[src/rtl/core/vmt_pkg.sv]
// ----------------------------------------------------------------------------
// vmt_pkg
// Shared types and constants for the vertex matrix transform pipeline.
// ----------------------------------------------------------------------------
package vmt_pkg;

    // Matrix geometry and stream slot sizes.
    localparam int NUM_ROWS   = 4;
    localparam int NUM_COLS   = 4;
    localparam int SLOT_W     = 32;
    localparam int TDATA_W    = NUM_COLS * SLOT_W;
    localparam int CFG_DATA_W = 64;
    localparam int CFG_IDX_W  = 3;

    // Configuration register indexes.
    localparam logic [CFG_IDX_W-1:0] CFG_ROW0_LEFT  = 3'd0;
    localparam logic [CFG_IDX_W-1:0] CFG_ROW0_RIGHT = 3'd1;
    localparam logic [CFG_IDX_W-1:0] CFG_ROW1_LEFT  = 3'd2;
    localparam logic [CFG_IDX_W-1:0] CFG_ROW1_RIGHT = 3'd3;
    localparam logic [CFG_IDX_W-1:0] CFG_ROW2_LEFT  = 3'd4;
    localparam logic [CFG_IDX_W-1:0] CFG_ROW2_RIGHT = 3'd5;
    localparam logic [CFG_IDX_W-1:0] CFG_ROW3_LEFT  = 3'd6;
    localparam logic [CFG_IDX_W-1:0] CFG_ROW3_RIGHT = 3'd7;

    // Load enables for the two register stages of the adder tree.
    typedef struct packed {
        logic pair_en;
        logic total_en;
    } t_sum_en;

    // Load enables for the rounding stage and the saturation stage.
    typedef struct packed {
        logic round_en;
        logic sat_en;
    } t_fin_en;

endpackage

[src/rtl/core/vmt_sum.sv]
// ----------------------------------------------------------------------------
// vmt_sum
// Two-level registered adder tree that forms the exact dot product of
// each matrix row from its four products.
// ----------------------------------------------------------------------------
module vmt_sum
    import vmt_pkg::*;
#(
    parameter int EW = 32
) (
    input  logic                     i_clk,
    input  t_sum_en                  i_en,
    input  logic signed [2*EW-1:0]   i_prod [NUM_ROWS][NUM_COLS],
    output logic signed [2*EW+1:0]   o_sum  [NUM_ROWS]
);

    localparam int PW = 2 * EW;
    localparam int SW = PW + 2;

    logic signed [PW:0]   n_pair [NUM_ROWS][2];
    logic signed [PW:0]   r_pair [NUM_ROWS][2];
    logic signed [SW-1:0] n_sum  [NUM_ROWS];
    logic signed [SW-1:0] r_sum  [NUM_ROWS];

    always_comb begin
        for (int r = 0; r < NUM_ROWS; r++) begin
            n_pair[r][0] = (PW+1)'(i_prod[r][0]) + (PW+1)'(i_prod[r][1]);
            n_pair[r][1] = (PW+1)'(i_prod[r][2]) + (PW+1)'(i_prod[r][3]);
            n_sum[r]     = SW'(r_pair[r][0]) + SW'(r_pair[r][1]);
        end
    end

    always_ff @(posedge i_clk) begin
        if (i_en.pair_en) begin
            r_pair <= n_pair;
        end
        if (i_en.total_en) begin
            r_sum <= n_sum;
        end
    end

    assign o_sum = r_sum;

endmodule

[config.mk]
export PLATFORM = sky130hd
export DESIGN_NAME = vmt_sum
export DESIGN_NICKNAME = d
export VERILOG_FILES = /design/src/rtl/core/vmt_pkg.sv /design/src/rtl/core/vmt_sum.sv
export SDC_FILE = /design/constraint.sdc
export NUM_CORES = 2
export LEC_CHECK = 0
export ABC_AREA = 1
export CAP_MARGIN = 5
export CORE_AREA = 2 2 503 505
export DETAILED_ROUTE_END_ITERATION = 6
export DIE_AREA = 0 0 505 507
export DONT_BUFFER_PORTS = 1
export PLACE_DENSITY = 0.48
export SLEW_MARGIN = 20
export SYNTH_ARGS = -nofsm -noshare
export SYNTH_HDL_FRONTEND = slang
export SYNTH_SLANG_ARGS = --single-unit
[constraint.sdc]
create_clock -name i_clk -period 4.6 [get_ports i_clk]
set_input_delay 0.23 -clock i_clk [delete_from_list [all_inputs] [get_ports i_clk]]
set_output_delay 0.23 -clock i_clk [all_outputs]
set_load 0.03 [all_outputs]
After elaboration in Yosys (flattened, before gate mapping)
Cells that the tools add are included.
Widths: inputs -> output; s select.

storage, ports and cells
  register bits after elaboration = 784
  word-level logic and storage cells = 24

operators by class
  add/sub/neg operators = 12

operators by type and width
  cell            number
  $add 64x64->65  8
  $add 65x65->66  4

Depth between registers and ports, before layout
  depth in word-level cells = 1
  mapped depth = 15

Worst setup path after synthesis
No wires, ideal clock.

  kind = reg-to-reg
  start = register r_pair[130] (netlist name)
  end = register r_sum, in the netlist o_sum[130] (data pin)
  slack = 2,509 ps
  cell stages (with the launch flop) = 15
  arrival = 1,838 ps
  cells stage by stage = edfxtp_1 ha_1 inv_1 fa_1 nand3b_1 nand2_2 nand2_1 nand2_1 nand3_1 nand2_1 nand2_1 nand2_2 nand2_1 nand3_1 nand2_1

RTL lines
  item                      line           source
  start: declaration        vmt_sum.sv:21  logic signed [PW:0] r_pair [NUM_ROWS][2];
  start signal: assignment  vmt_sum.sv:35  r_pair <= n_pair;
  end signal: assignment    vmt_sum.sv:38  r_sum <= n_sum;
  end: declaration          vmt_sum.sv:23  logic signed [SW-1:0] r_sum [NUM_ROWS];

==> summary.md <==
| Metric | Value |
|---|---|
| Worst slew margin | `between 20% and 30%` |
| Setup TNS | `0 ns` |
| Drt pass-1 iters | `7` |
| Synth Area in Simple Gates | `a little over a third` |
| TritonCTS Buffers | `~100` |
| Placer Congestion | `a little over 1` |
| Final wirelength | `~480 mm` |
| Area delta synth->final | `13.4%` |
| Mux contribution to synthesized area | `0%` |
| Area of placed instances | `92800 um^2` |
| Largest family of logic cells by synthesized area | `simple AND/OR/NAND/NOR gates` |
| Most frequent cells after synthesis | `5332 x nand2_1, 2996 x inv_1, 1623 x nor2_1, 1002 x a21oi_1, 784 x edfxtp_1` |
| Count of standard-cell rows | `approximately 180` |
| Final period util | `about 69%` |
| Worst path required time | `5.05 ns` |
| Top post-synthesis cells by area | `edfxtp_1 27%, nand2_1 23%, inv_1 13%` |
| Data arrival time of the worst path | `3.61 ns` |
| Post-synthesis register bit count | `just under 800` |
| # DRC | `17` |
| Cells after Synth | `~15000` |
| Hold slack | `-0.000596 ns` |
| Synth Area in Adders | `around 11%` |
| Dpl cells | `roughly 18000` |
| # port buffers | `0` |
| Final ANT Viol Nets | `0` |
| First-pass GRT wire length | `between 600 and 700 mm` |
| Synth warn | `0` |
| Unrepaired setup endpoints after global routing | `no` |
| WS Path Type | `flip-flop to flip-flop` |
| Final Non-Filler Cells | `around 19000` |
| Initial antenna violation count | `just under 100` |
| DP Worst Slack | `roughly 1.6 ns` |
| Slew @ Worst Pin | `roughly 1.2 ns` |
| Cts repair resizes | `0` |
| Die height | `approximately 500 um` |
| Number of global-route vias before repair | `92200` |
| Core area | `approximately 250000 um^2` |
| Worst Skew | `between 0.05 and 0.06 ns` |
| Final hold violations | `1` |
| Post-synthesis cell area | `around 89000 um^2` |
| CTS H-Tree Depth | `3` |
| CTS tree | `yes` |
| Final Max Slew Viols | `0` |
| Mapped Nets | `between 15000 and 20000` |
| Area leader, netlist | `edfxtp_1` |
| Root buffer cell | `clkbuf_16` |
| Failing checks | `DRC, hold timing` |
| Status | `complete, but fails checks` |
| Avg Cell Area, Syn | `roughly 6.0 um^2` |
| Die area | `roughly 260000 um^2` |
| Final min period | `approximately 3.2 ns` |
| Worst hold path type | `primary input to flip-flop` |
| Pleak | `53.1 nW` |
| Gr usage total | `36.5%` |
| Sequential share of the synthesized area | `a little over a quarter` |
| CTS clk-pin slew, worst paths | `roughly 0.06 ns` |
| Grt total ovfl | `0` |
| I/O Pins | `between 1000 and 1500` |
| Clk buf depth | `3` |
| Via density | `around 5.2` |
| Complex-gate fraction of the synthesized area | `under 10%` |
| Largest net degree at the start of global routing | `roughly 220` |
| Maxcap violations | `0` |
| Fmax | `around 320 MHz` |
| Fill cells | `about 29000` |
| Total chip power | `about 40 mW` |
| Crit. End Element | `flip-flop` |
| Fin area | `approximately 100000 um^2` |
| Vias | `between 90000 and 100k` |
| DR iter-0 viols | `9267` |
| Routed len/inst | `between 20 and 30 um` |
| Chip width | `505 um` |
| Final setup viols | `0` |
| Top_reg_cell synth | `edfxtp_1` |
| Worst setup margin | `1.44 ns` |
| Worst vdd ir | `~0.00034 V` |
| Worst skew pair latency | `~0.80 ns` |
| Setup crit start kind | `flip-flop` |
| Cell with the most instances after synthesis | `nand2_1` |
| Distinct cells, synth | `29` |
| Initial Util | `between 30 and 40%` |
| Hpwl dp | `~420 mm` |
| Fraction of registers with async set/reset | `0%` |
| Crit-path max FO | `4` |
| Share of cells above drive strength 1 | `under 10%` |
| Area share of the largest cell type after synthesis | `around a quarter` |
| Post-Synth XOR/XNOR Area | `under 10%` |
| EDFF count, synth | `approximately 780` |
| Cell Pwr Density | `between 300 and 400 nW/um^2` |
| Clock net sink count | `slightly below 800` |
| Final nets | `approximately 17000` |
report_power, final:
group	switching, mW	internal, mW	leakage [nW]
clock network	3.68	4.94	1.68
logic	12.8	4.97	43.7
registers	3.26	10.2	7.68
total	19.8	20.1	53.1
layout make-up:
type | count | area [um^2] | share of cell area (%)
antenna | 63 | 158 | 0.157
clock inverter | 73 | 855 | 0.852
clock buffer | 115 | 2600 | 2.59
timing repair buffer | 391 | 4040 | 4.02
multi-input combinational | 10900 | 53700 | 53.5
sequential | 784 | 23500 | 23.5
inverter | 2997 | 11200 | 11.2
tap | 3348 | 4190 | 4.17
placed cells by master, fill, tap and decap left out, types with 13 or more instances in the layout:
cell,count
clkbuf_1,13
o21bai_1,66
bufinv_16,15
clkinv_1,15
nand2_1,5332
ha_1,772
nor3_1,223
edfxtp_1,784
o21ai_0,537
clkbuf_16,102
dlygate4sd3_1,384
nand4_1,73
nor2_1,1623
inv_1,2996
clkinv_2,18
a21oi_1,1002
diode_2,63
a21o_1,25
nand3_1,642
nand2_2,62
nor4_1,30
xor2_1,388
kinds of logic after synthesis:
group / after synthesis
AND/OR/NAND/NOR: 8014
buffers and inverters: 2997
AO/OA/AOI/OAI: 1667
adder cells (fa/ha/maj): 784
flip-flops: 784
XOR/XNOR: 392
flip-flops by register name (all words and copies together), names as in the netlist:
signal  flops
r_pair    520
o_sum     264
worst max-delay path, stage by stage (launching register included):
cell      delay, ns
edfxtp_1       0.47
ha_1           0.41
a21oi_1        0.42
o21ai_0        0.19
a21oi_1        0.29
nand2_1        0.19
nand2_1        0.10
nand2_1        0.18
nand2_1        0.27
nand2_1        0.09
nand2_1        0.07
nand2_1        0.16
routing by layer:
layer	up-vias	track usage [%]	part of all wire (%)
li1	46700	-	-
met1	44600	46.1	42
met2	3875	59.1	45
met3	788	6.36	7.3
met4	32	20.2	6.6
met5	-	0	0.043
metrics by stage:
step,utilization [%],hold WS (ns)
global route,40.0,0.00967
global placement,37.0,0.451
finish,40.1,-0.000596
CTS,40.0,0.000165
detailed placement,37.0,0.346
floorplan,-,0.342
timing repair:
item,in CTS,in global routing
setup buffers,0,0
hold endpoints to repair,300,71
hold buffers,384,2
setup endpoints to repair,0,0
path summary, 6_finish.rpt:
check             cells after the start              endpoint             startpoint  slack, ns
setup reg to reg                     11  o_sum[128]$_DFFE_PP_  r_pair[204]$_DFFE_PP_       1.44
setup / recovery                     11  o_sum[128]$_DFFE_PP_  r_pair[204]$_DFFE_PP_       1.44
hold reg to reg                       1    o_sum[0]$_DFFE_PP_   r_pair[65]$_DFFE_PP_       0.55
hold / removal                        1  o_sum[114]$_DFFE_PP_                i_en[0]    -0.0006
No activity file was read; power rests on OpenSTA's default activity.
